File: src/rtl/core/tomrs_pkg.sv
// ----------------------------------------------------------------------------
// Reservation station package
// Shared widths and the control group passed along the row of entry cells.
// ----------------------------------------------------------------------------
package tomrs_pkg;

  localparam int KIND_W = 6;
  localparam int FREE_W = 4;
  localparam int FREE_MAX = 15;

  // Search state rippled from the lowest cell to the highest.
  typedef struct packed {
    logic free_seen;
    logic ready_seen;
  } chain_ctl_t;

endpackage

File: src/rtl/core/tomrs_cell.sv
// ----------------------------------------------------------------------------
// Reservation station entry cell
// Holds one entry, takes part in the lowest-free and lowest-ready searches,
// and snoops the two result buses for its operand tags.
// ----------------------------------------------------------------------------
module tomrs_cell #(
  parameter int DW    = 32,
  parameter int ROB_W = 5,
  parameter int TAG_W = 6,
  parameter int CW    = 4
) (
  input  logic                        clk,
  input  logic                        rst,
  input  logic                        step,
  input  logic                        flush,
  input  logic                        disp_valid,
  input  logic [tomrs_pkg::KIND_W-1:0] disp_kind,
  input  logic [DW-1:0]               disp_first_value,
  input  logic [DW-1:0]               disp_second_value,
  input  logic [TAG_W-1:0]            disp_first_tag,
  input  logic [TAG_W-1:0]            disp_second_tag,
  input  logic [ROB_W-1:0]            disp_rob,
  input  logic [TAG_W-1:0]            alu_tag,
  input  logic [DW-1:0]               alu_value,
  input  logic [TAG_W-1:0]            mem_tag,
  input  logic [DW-1:0]               mem_value,
  input  tomrs_pkg::chain_ctl_t       ctl_in,
  output tomrs_pkg::chain_ctl_t       ctl_out,
  input  logic [CW-1:0]               cnt_in,
  output logic [CW-1:0]               cnt_out,
  input  logic [tomrs_pkg::KIND_W-1:0] pay_kind_in,
  output logic [tomrs_pkg::KIND_W-1:0] pay_kind_out,
  input  logic [DW-1:0]               pay_first_in,
  output logic [DW-1:0]               pay_first_out,
  input  logic [DW-1:0]               pay_second_in,
  output logic [DW-1:0]               pay_second_out,
  input  logic [ROB_W-1:0]            pay_rob_in,
  output logic [ROB_W-1:0]            pay_rob_out
);

  logic                         busy;
  logic [tomrs_pkg::KIND_W-1:0] kind;
  logic [DW-1:0]                first_value;
  logic [DW-1:0]                second_value;
  logic                         first_rdy;
  logic                         second_rdy;
  logic [ROB_W-1:0]             first_tag;
  logic [ROB_W-1:0]             second_tag;
  logic [ROB_W-1:0]             rob;

  logic my_free;
  logic my_ready;
  logic alloc;
  logic pick;
  logic alu_on;
  logic mem_on;
  logic alu_hit1;
  logic alu_hit2;
  logic mem_hit1;
  logic mem_hit2;

  assign my_free  = !busy;
  assign my_ready = busy && first_rdy && second_rdy;
  assign alloc    = disp_valid && my_free && !ctl_in.free_seen;
  assign pick     = my_ready && !ctl_in.ready_seen;

  assign ctl_out.free_seen  = ctl_in.free_seen | my_free;
  assign ctl_out.ready_seen = ctl_in.ready_seen | my_ready;
  assign cnt_out = cnt_in + CW'(my_free);

  assign pay_kind_out   = pick ? kind : pay_kind_in;
  assign pay_first_out  = pick ? first_value : pay_first_in;
  assign pay_second_out = pick ? second_value : pay_second_in;
  assign pay_rob_out    = pick ? rob : pay_rob_in;

  // A negative bus tag means no broadcast; a ready operand never matches.
  assign alu_on   = !alu_tag[TAG_W-1];
  assign mem_on   = !mem_tag[TAG_W-1];
  assign alu_hit1 = alu_on && !first_rdy && (first_tag == alu_tag[ROB_W-1:0]);
  assign alu_hit2 = alu_on && !second_rdy && (second_tag == alu_tag[ROB_W-1:0]);
  assign mem_hit1 = mem_on && !first_rdy && (first_tag == mem_tag[ROB_W-1:0]);
  assign mem_hit2 = mem_on && !second_rdy && (second_tag == mem_tag[ROB_W-1:0]);

  always_ff @(posedge clk) begin
    if (rst) begin
      busy <= 1'b0;
    end else if (step) begin
      if (flush) begin
        busy <= 1'b0;
      end else if (alloc) begin
        busy <= 1'b1;
      end else if (pick) begin
        busy <= 1'b0;
      end
    end
  end

  always_ff @(posedge clk) begin
    if (step && !flush) begin
      if (alloc) begin
        kind         <= disp_kind;
        first_value  <= disp_first_value;
        second_value <= disp_second_value;
        first_rdy    <= disp_first_tag[TAG_W-1];
        second_rdy   <= disp_second_tag[TAG_W-1];
        first_tag    <= disp_first_tag[ROB_W-1:0];
        second_tag   <= disp_second_tag[ROB_W-1:0];
        rob          <= disp_rob;
      end else if (busy) begin
        // The ALU bus wins when both buses carry the same tag.
        if (alu_hit1) begin
          first_value <= alu_value;
          first_rdy   <= 1'b1;
        end else if (mem_hit1) begin
          first_value <= mem_value;
          first_rdy   <= 1'b1;
        end
        if (alu_hit2) begin
          second_value <= alu_value;
          second_rdy   <= 1'b1;
        end else if (mem_hit2) begin
          second_value <= mem_value;
          second_rdy   <= 1'b1;
        end
      end
    end
  end

endmodule

File: src/rtl/core/tomasulo_reservation_station.sv
// ----------------------------------------------------------------------------
// Tomasulo reservation station
// Each beat is one processor cycle: flush, dispatch, two result broadcasts.
// ----------------------------------------------------------------------------
// The station takes one beat per clock and returns exactly one result beat
// for it in the next cycle, through an output register. The next beat is
// taken at the same edge at which the previous result is taken; while a
// result waits unaccepted, the input stalls. Entries sit in a row of
// identical cells. The lowest-free and lowest-ready searches, the free count
// and the issue payload ripple unregistered through that row, so the longest
// path grows with STATION_ENTRIES. Every decision uses the entries as they
// stood before the beat; a flush clears all entries and issues nothing.
module tomasulo_reservation_station #(
  parameter int STATION_ENTRIES = 8,
  parameter int ROB_ENTRIES     = 32,
  parameter int DATA_WIDTH      = 32
) (
  input  logic clk,
  input  logic rst,
  input  logic s_axis_tvalid,
  output logic s_axis_tready,
  // From bit 0: flush, dispatch_valid, dispatch_kind, dispatch_first_value,
  // dispatch_second_value, dispatch_first_tag, dispatch_second_tag,
  // dispatch_rob, alu_tag, alu_value, mem_tag, mem_value, zero fill.
  input  logic [((2 + tomrs_pkg::KIND_W + 4 * DATA_WIDTH + 4 * ($clog2(ROB_ENTRIES) + 1)
                 + $clog2(ROB_ENTRIES) + 7) / 8) * 8 - 1:0] s_axis_tdata,
  output logic m_axis_tvalid,
  input  logic m_axis_tready,
  // From bit 0: issue_valid, issue_kind, issue_first, issue_second,
  // issue_rob, free_entries, overflow, zero fill.
  output logic [((2 + tomrs_pkg::KIND_W + 2 * DATA_WIDTH + $clog2(ROB_ENTRIES)
                  + tomrs_pkg::FREE_W + 7) / 8) * 8 - 1:0] m_axis_tdata
);

  localparam int DW     = DATA_WIDTH;
  localparam int KW     = tomrs_pkg::KIND_W;
  localparam int ROB_W  = $clog2(ROB_ENTRIES);
  localparam int TAG_W  = ROB_W + 1;
  localparam int CW     = $clog2(STATION_ENTRIES + 1);
  localparam int FW     = tomrs_pkg::FREE_W;

  localparam int I_KIND = 2;
  localparam int I_V1   = I_KIND + KW;
  localparam int I_V2   = I_V1 + DW;
  localparam int I_T1   = I_V2 + DW;
  localparam int I_T2   = I_T1 + TAG_W;
  localparam int I_ROB  = I_T2 + TAG_W;
  localparam int I_AT   = I_ROB + ROB_W;
  localparam int I_AV   = I_AT + TAG_W;
  localparam int I_MT   = I_AV + DW;
  localparam int I_MV   = I_MT + TAG_W;

  localparam int O_BITS = 2 + KW + 2 * DW + ROB_W + FW;
  localparam int O_TW   = ((O_BITS + 7) / 8) * 8;

  logic                flush;
  logic                disp_valid;
  logic [KW-1:0]       disp_kind;
  logic [DW-1:0]       disp_first_value;
  logic [DW-1:0]       disp_second_value;
  logic [TAG_W-1:0]    disp_first_tag;
  logic [TAG_W-1:0]    disp_second_tag;
  logic [ROB_W-1:0]    disp_rob;
  logic [TAG_W-1:0]    alu_tag;
  logic [DW-1:0]       alu_value;
  logic [TAG_W-1:0]    mem_tag;
  logic [DW-1:0]       mem_value;

  logic                step;

  tomrs_pkg::chain_ctl_t ctl     [0:STATION_ENTRIES];
  logic [CW-1:0]         cnt     [0:STATION_ENTRIES];
  logic [KW-1:0]         p_kind  [0:STATION_ENTRIES];
  logic [DW-1:0]         p_first [0:STATION_ENTRIES];
  logic [DW-1:0]         p_second[0:STATION_ENTRIES];
  logic [ROB_W-1:0]      p_rob   [0:STATION_ENTRIES];

  logic                  res_issue;
  logic [FW-1:0]         res_free;
  logic                  res_overflow;
  logic [O_BITS-1:0]     res_bits;
  logic [O_BITS-1:0]     out_bits;

  assign flush             = s_axis_tdata[0];
  assign disp_valid        = s_axis_tdata[1];
  assign disp_kind         = s_axis_tdata[I_KIND +: KW];
  assign disp_first_value  = s_axis_tdata[I_V1 +: DW];
  assign disp_second_value = s_axis_tdata[I_V2 +: DW];
  assign disp_first_tag    = s_axis_tdata[I_T1 +: TAG_W];
  assign disp_second_tag   = s_axis_tdata[I_T2 +: TAG_W];
  assign disp_rob          = s_axis_tdata[I_ROB +: ROB_W];
  assign alu_tag           = s_axis_tdata[I_AT +: TAG_W];
  assign alu_value         = s_axis_tdata[I_AV +: DW];
  assign mem_tag           = s_axis_tdata[I_MT +: TAG_W];
  assign mem_value         = s_axis_tdata[I_MV +: DW];

  assign s_axis_tready = !m_axis_tvalid || m_axis_tready;
  assign step          = s_axis_tvalid && s_axis_tready;

  assign ctl[0].free_seen  = 1'b0;
  assign ctl[0].ready_seen = 1'b0;
  assign cnt[0]      = '0;
  assign p_kind[0]   = '0;
  assign p_first[0]  = '0;
  assign p_second[0] = '0;
  assign p_rob[0]    = '0;

  for (genvar g = 0; g < STATION_ENTRIES; g++) begin : g_cell
    tomrs_cell #(
      .DW   (DW),
      .ROB_W(ROB_W),
      .TAG_W(TAG_W),
      .CW   (CW)
    ) u_cell (
      .clk              (clk),
      .rst              (rst),
      .step             (step),
      .flush            (flush),
      .disp_valid       (disp_valid),
      .disp_kind        (disp_kind),
      .disp_first_value (disp_first_value),
      .disp_second_value(disp_second_value),
      .disp_first_tag   (disp_first_tag),
      .disp_second_tag  (disp_second_tag),
      .disp_rob         (disp_rob),
      .alu_tag          (alu_tag),
      .alu_value        (alu_value),
      .mem_tag          (mem_tag),
      .mem_value        (mem_value),
      .ctl_in           (ctl[g]),
      .ctl_out          (ctl[g+1]),
      .cnt_in           (cnt[g]),
      .cnt_out          (cnt[g+1]),
      .pay_kind_in      (p_kind[g]),
      .pay_kind_out     (p_kind[g+1]),
      .pay_first_in     (p_first[g]),
      .pay_first_out    (p_first[g+1]),
      .pay_second_in    (p_second[g]),
      .pay_second_out   (p_second[g+1]),
      .pay_rob_in       (p_rob[g]),
      .pay_rob_out      (p_rob[g+1])
    );
  end

  // The free count reports the state before the beat and saturates.
  assign res_free = (32'(cnt[STATION_ENTRIES]) > 32'(tomrs_pkg::FREE_MAX))
                  ? FW'(tomrs_pkg::FREE_MAX) : FW'(cnt[STATION_ENTRIES]);
  assign res_issue    = !flush && ctl[STATION_ENTRIES].ready_seen;
  assign res_overflow = !flush && disp_valid && !ctl[STATION_ENTRIES].free_seen;

  // A flush sends zeros in place of the issued entry.
  assign res_bits = flush
                  ? {res_overflow, res_free, {(O_BITS - 1 - FW){1'b0}}}
                  : {res_overflow, res_free, p_rob[STATION_ENTRIES],
                     p_second[STATION_ENTRIES], p_first[STATION_ENTRIES],
                     p_kind[STATION_ENTRIES], res_issue};

  always_ff @(posedge clk) begin
    if (rst) begin
      m_axis_tvalid <= 1'b0;
    end else if (step) begin
      m_axis_tvalid <= 1'b1;
    end else if (m_axis_tready) begin
      m_axis_tvalid <= 1'b0;
    end
  end

  always_ff @(posedge clk) begin
    if (step) begin
      out_bits <= res_bits;
    end
  end

  assign m_axis_tdata = {{(O_TW - O_BITS){1'b0}}, out_bits};

endmodule

File: config.mk
export PLATFORM = sky130hd
export DESIGN_NAME = tomasulo_reservation_station
export DESIGN_NICKNAME = d
export VERILOG_FILES = /design/src/rtl/core/tomrs_pkg.sv /design/src/rtl/core/tomrs_cell.sv /design/src/rtl/core/tomasulo_reservation_station.sv
export SDC_FILE = /design/constraint.sdc
export NUM_CORES = 2
export LEC_CHECK = 0
export BUFFER_PORTS_ARGS = -buffer_cell sky130_fd_sc_hd__buf_2
export CORE_MARGIN = 2
export CORE_UTILIZATION = 60
export CTS_BUF_LIST = sky130_fd_sc_hd__clkbuf_4
export DETAILED_ROUTE_END_ITERATION = 12
export PLACE_DENSITY = 0.78
export RECOVER_POWER = 50
export SYNTH_ARGS = -nofsm -noshare
export SYNTH_HDL_FRONTEND = slang
export SYNTH_SLANG_ARGS = --single-unit
export TNS_END_PERCENT = 5
File: constraint.sdc
create_clock -name clk -period 3.6 [get_ports clk]
set_input_delay 0.18 -clock clk [delete_from_list [all_inputs] [get_ports clk]]
set_output_delay 0.18 -clock clk [all_outputs]
set_load 0.02 [all_outputs]
; Word-level counts from Yosys, hierarchy flattened
; Cells that the tools add are included.
[word_totals]
ram_bits = 0
rom_bits = 0
in_bits = 172
out_inout_bits = 90
n_memories = 0
latchBits = 0
regBits = 786
[classes]
bitwise_logic = 14
mul = 0
shift = 0
n_eq_ne = 32
add_sub_neg = 7
n_mux = 186
order_cmp = 0
div = 0
reduce_logical = 215
[ops]
columns = operator, count
row1 = 2-to-1 mux 32 bit, 80
row2 = equality test 5 bit, 32
row3 = logical AND 1 bit, 107
row4 = 2-to-1 mux 1 bit, 90
row5 = nonzero test 3 bit, 24
row6 = 2-to-1 mux 6 bit, 8
row7 = AND reduction 3 bit, 16
row8 = zero test 1 bit, 42
row9 = 2-to-1 mux 5 bit, 8
row10 = AND reduction 2 bit, 16
row11 = nonzero test 2 bit, 9
row12 = adder 4 x 1 -> 4 bit, 4
row13 = OR 1 bit, 14
row14 = adder 3 x 1 -> 4 bit, 1
row15 = adder 2 x 1 -> 3 bit, 1
row16 = adder 1 x 1 -> 2 bit, 1
row17 = logical OR 1 bit, 1

; Longest topological paths before layout
[depth]
ltp_word = 13
ltp_mapped = 9
mapped_depth_nobuf = 8

; Modules after synthesis
; Synthesis repeated with hierarchy kept, for this count alone.
[unflattened]
hier_cells = 4887
area_unflattened_um2 = 52344.0
[modules_own_cells]
columns = module, area_each_um2, n_inst, seq_area_each_um2, cells_per_inst
row1 = tomrs_cell (g_cell[0].u_cell ...), 6143.4, 7, 2632.5, 587
row2 = tomrs_cell (g_cell[7].u_cell), 6266.0, 1, 2632.5, 599
row3 = tomasulo_reservation_station, 3074.2, 1, 2452.4, 179

; Worst setup path after synthesis
; OpenSTA, ideal clock, no wires.
[synth_timing]
path_type = input-to-reg
from = input s_axis_tdata[91] (netlist name)
to = register g_cell[1].u_cell.first_rdy (enable)
t_arrival_ns = 2.920
path_stages = 8
slack_ns = 0.259
setup_ns = 0.421
cell_sequence = buf_6 > buf_8 > xnor2_1 > nand4_1 > nor4_4 > buf_6 > a21oi_1 > a211oi_2
[synth_between]
elab_chain_len = 4
[synth_lines]
columns = element, line
row1 = "start, declared", tomasulo_reservation_station.sv:26  ; + $clog2(ROB_ENTRIES) + 7) / 8) * 8 - 1:0] s_axis_tdata,
row2 = equality test 5 bit, tomrs_cell.sv:79  ; assign alu_hit1 = alu_on && !first_rdy && (first_tag == alu_tag[ROB_W-1:0]);
row3 = logical AND 1 bit, tomrs_cell.sv:79
row4 = nonzero test 3 bit (no source line), n/a
row5 = AND reduction 3 bit (no source line), n/a
row6 = "end signal, assigned", tomrs_cell.sv:104  ; first_rdy <= disp_first_tag[TAG_W-1];
row7 = "end, declared", tomrs_cell.sv:45  ; logic first_rdy;
; No other way between the ends.
; A chain may end at the register's enable or synchronous reset.

; Final worst setup path
[layout_timing]
from = register m_axis_tvalid
to = register g_cell[0].u_cell.first_value[16] (enable)
[layout_between]
elab_chain_len = 5
[layout_lines]
columns = element, line
row1 = "start, declared", tomasulo_reservation_station.sv:27  ; output logic m_axis_tvalid,
row2 = "start signal, assigned", tomasulo_reservation_station.sv:160  ; m_axis_tvalid <= 1'b0;
row3 = "start signal, assigned", tomasulo_reservation_station.sv:162  ; m_axis_tvalid <= 1'b1;
row4 = "start signal, assigned", tomasulo_reservation_station.sv:164  ; m_axis_tvalid <= 1'b0;
row5 = zero test 1 bit, tomasulo_reservation_station.sv:97  ; assign s_axis_tready = !m_axis_tvalid || m_axis_tready;
row6 = logical OR 1 bit, tomasulo_reservation_station.sv:97
row7 = logical AND 1 bit, tomasulo_reservation_station.sv:98  ; assign step = s_axis_tvalid && s_axis_tready;
row8 = logical AND 1 bit, tomrs_cell.sv:99  ; if (step && !flush) begin
row9 = AND reduction 3 bit (no source line), n/a
row10 = "end signal, assigned", tomrs_cell.sv:102  ; first_value <= disp_first_value;
row11 = "end signal, assigned", tomrs_cell.sv:112  ; first_value <= alu_value;
row12 = "end signal, assigned", tomrs_cell.sv:115  ; first_value <= mem_value;
row13 = "end, declared", tomrs_cell.sv:43  ; logic [DW-1:0] first_value;
; No other way between the ends.

==> results.json <==
{
  "setup_tns_ps": 0,
  "via_per_inst": 6.82,
  "synth-edff-count": 777,
  "routabilityCongestion": 0.908,
  "crit_buf_inv": 2,
  "antenna_found_initial": 13,
  "finalHoldWorstSlack_ps": 50.0,
  "yosys-top-cells-count": "edfxtp_1 (777), mux2i_1 (512), nand2_1 (331), clkbuf_1 (235), nor2_1 (232)",
  "violations": "capacitance limit, slew limit",
  "startpoint_type": "register",
  "synthCells": 3806,
  "dieArea_sq_um": 75300,
  "fin_worst_skew_ps": 77.4,
  "fmax_mhz": 290,
  "yosysUniqueCellTypes": 56,
  "root_buffer": "clkbuf_4",
  "wl_um": 146000,
  "grt_use_total_pct": 38.1,
  "synth.most_common_cell": "edfxtp_1",
  "grt_max_degree": 152,
  "placed_cell_area_sq_um": 45400,
  "dpl.hpwl_um": 77200,
  "p_leak_uw": 0.0156,
  "path_cells": "nand2b_1, nand2_1, nor2_1, clkbuf_1, o21ai_0, nor2_4, buf_2",
  "wl_per_cell_um": 27.5,
  "synth_area_leader_cell": "edfxtp_1",
  "grt_pass1_wl_um": 214000,
  "fin_nets": 4360,
  "endpoint_kind": "register",
  "syn_avg_cell_area_sq_um": 11.5,
  "fp.dieH_um": 274,
  "cts_sinks": 786,
  "min_period_ps": 3450,
  "cts_tree": "built",
  "num_vias": 36202,
  "layout_setup_ws_ps": 150,
  "cpLargestDelayFamily": "buffers and inverters",
  "synth_warnings": 0,
  "slowest_delay_ps": 960,
  "drt_iter0_markers": 4827,
  "design_area_sq_um": 50600,
  "synthTopCellsByArea": "edfxtp_1 (53%), mux2i_1 (12%), nand2_1 (2.8%), o211ai_1 (2.6%), o21ai_1 (2.5%)",
  "crit_fanout": 33,
  "slowest_stage": "buf_2",
  "die_width_um": 274,
  "drc_errors": 0,
  "clkTransAtPathRegs_ps": 70,
  "overflow": 0,
  "drive_above_1_share_pct": 17.3,
  "core_area_sq_um": 72700,
  "min_from": "s_axis_tdata[17]",
  "p_total_uw": 19700,
  "slew_viol_final": 563,
  "ys_seq_area_share_pct": 53.6,
  "critPathArrivalTime_ps": 4090,
  "pre_cts_ws_ps": 613,
  "critPathRequiredTime_ps": 4240,
  "clk_path_buf_depth": 3,
  "power_per_cell_area_nw_per_um2": 390,
  "rsz0062_at_grt": "no",
  "drt_pass1_iterations": 6,
  "ys.flop_type": "edfxtp_1",
  "slew_headroom_pct": -26.9,
  "worstSetupPathType": "reg -> reg",
  "period_share_pct": 95.8,
  "rr_startpoint": "m_axis_tvalid",
  "syn-cell-area_sq_um": 43900,
  "critical_path.startpoint": "m_axis_tvalid",
  "grt_pass1_vias": 35900,
  "yosys_register_bits": 786,
  "async_flop_share_pct": 0,
  "io_buffers": 251,
  "syn_to_final_growth_pct": 15.3,
  "numCtsBuffers": 201,
  "irDropWorstVdd_v": 0.000425,
  "synth_top_area_share_pct": 53.2,
  "cts_max_level": 4,
  "max_cap_viol_count": 7,
  "ant_nets": 0,
  "status": "complete, but fails checks",
  "start_util_pct": 60.3,
  "hp-class": "in -> reg",
  "setup_viol": 0,
  "worst-slew-pin-transition_ps": 1900,
  "ios": 262,
  "finalHoldViolCount": 0,
  "num_rows": 99,
  "clk_latency_ps": 1100
}
stage by stage:
stage          instances  utilization, %
3_3_place_gp        4637            62.4
4_1_cts             5297            70.1
3_5_place_dp        4637            62.4
6_report            5305            69.6
2_1_floorplan       3812               -
5_1_grt             5302            69.6
path summary, 6_finish.rpt:
kind,endpoint,slack (ps),depth (start not counted)
setup / recovery,g_cell[0].u_cell.first_value[16],150,7
hold / removal,g_cell[7].u_cell.first_value[9],50,4
setup reg to reg,g_cell[0].u_cell.first_value[16],150,7
hold reg to reg,out_bits[58],510,1
final cells by class:
cell class	count	area (sq um)
Antenna cell	8	20.0
Inverter	20	77.6
Fill cell	5146	22100
Multi-Input combinational cell	2518	18000
Tap cell	959	1200
Clock buffer	311	2330
Clock inverter	50	241
Sequential cell	786	23500
Timing Repair Buffer	653	5200
routing by layer:
layer / track usage, % / vias to the layer above / share of wire [%]
met5: 0.193 / - / 0.047
met4: 22.5 / 12 / 6.0
met3: 10.9 / 657 / 14
met2: 58.8 / 2988 / 45
met1: 48.0 / 17184 / 35
li1: - / 15361 / -
worst min-delay path: cells and delay by family:
kind | cells | cell delay, ps
AO/OA/AOI/OAI | 1 | 70
buffers and inverters | 2 | 720
AND/OR/NAND/NOR | 1 | 60
registers in the layout (all words and copies together), names as in the netlist:
signal,cells
g_cell.u_cell.first_value,256
g_cell.u_cell.second_value,256
out_bits,81
g_cell.u_cell.kind,48
g_cell.u_cell.first_tag,40
g_cell.u_cell.rob,40
g_cell.u_cell.second_tag,40
g_cell.u_cell.busy,8
g_cell.u_cell.first_rdy,8
g_cell.u_cell.second_rdy,8
m_axis_tvalid,1
cell families after synthesis:
family | count (synthesis) | synth area share [%]
AND/OR/NAND/NOR | 744 | 7.94
flip-flops | 786 | 53.6
AO/OA/AOI/OAI | 1014 | 15.6
XOR/XNOR | 158 | 3.15
multiplexers | 587 | 13.6
adder cells (fa/ha/maj) | 8 | 0.297
buffers and inverters | 508 | 5.85
other | 1 | 0.00855
cells in the final DEF, fill, tap and decap left out, types with 6 or more instances in the layout:
cell type / count
mux2_2: 75
o22ai_1: 75
clkbuf_2: 7
edfxtp_1: 777
xor2_1: 41
clkbuf_4: 316
dlygate4sd3_1: 299
nand3_1: 7
mux2i_1: 512
o41ai_1: 12
o21ai_1: 166
nor4_1: 7
buf_2: 164
nand2_1: 329
o21ai_0: 165
inv_1: 19
or3_1: 8
nand2b_1: 7
conb_1: 7
dfxtp_1: 9
a221o_1: 75
a221oi_2: 40
clkinv_1: 34
a21oi_1: 207
o221ai_1: 75
xnor2_1: 117
a221oi_1: 35
nor2_1: 214
nor4_4: 12
o211ai_1: 150
buf_4: 52
nor2_4: 17
clkbuf_1: 98
inv_2: 6
nand4_1: 105
diode_2: 8
buf_12: 27
what timing repair did:
action	CTS	global route
setup buffers	0	0
resized for setup	0	1
setup endpoints to repair	0	1
hold buffers	299	0
hold endpoints to repair	762	0
report_power, final:
part | internal (uW) | switching, uW | leakage, uW
Clock | 3990 | 3830 | 0.00155
Sequential | 10200 | 38.5 | 0.00720
Combinational | 657 | 1040 | 0.00683
Total | 14800 | 4910 | 0.0156
Power figures use the tool's default switching activity.
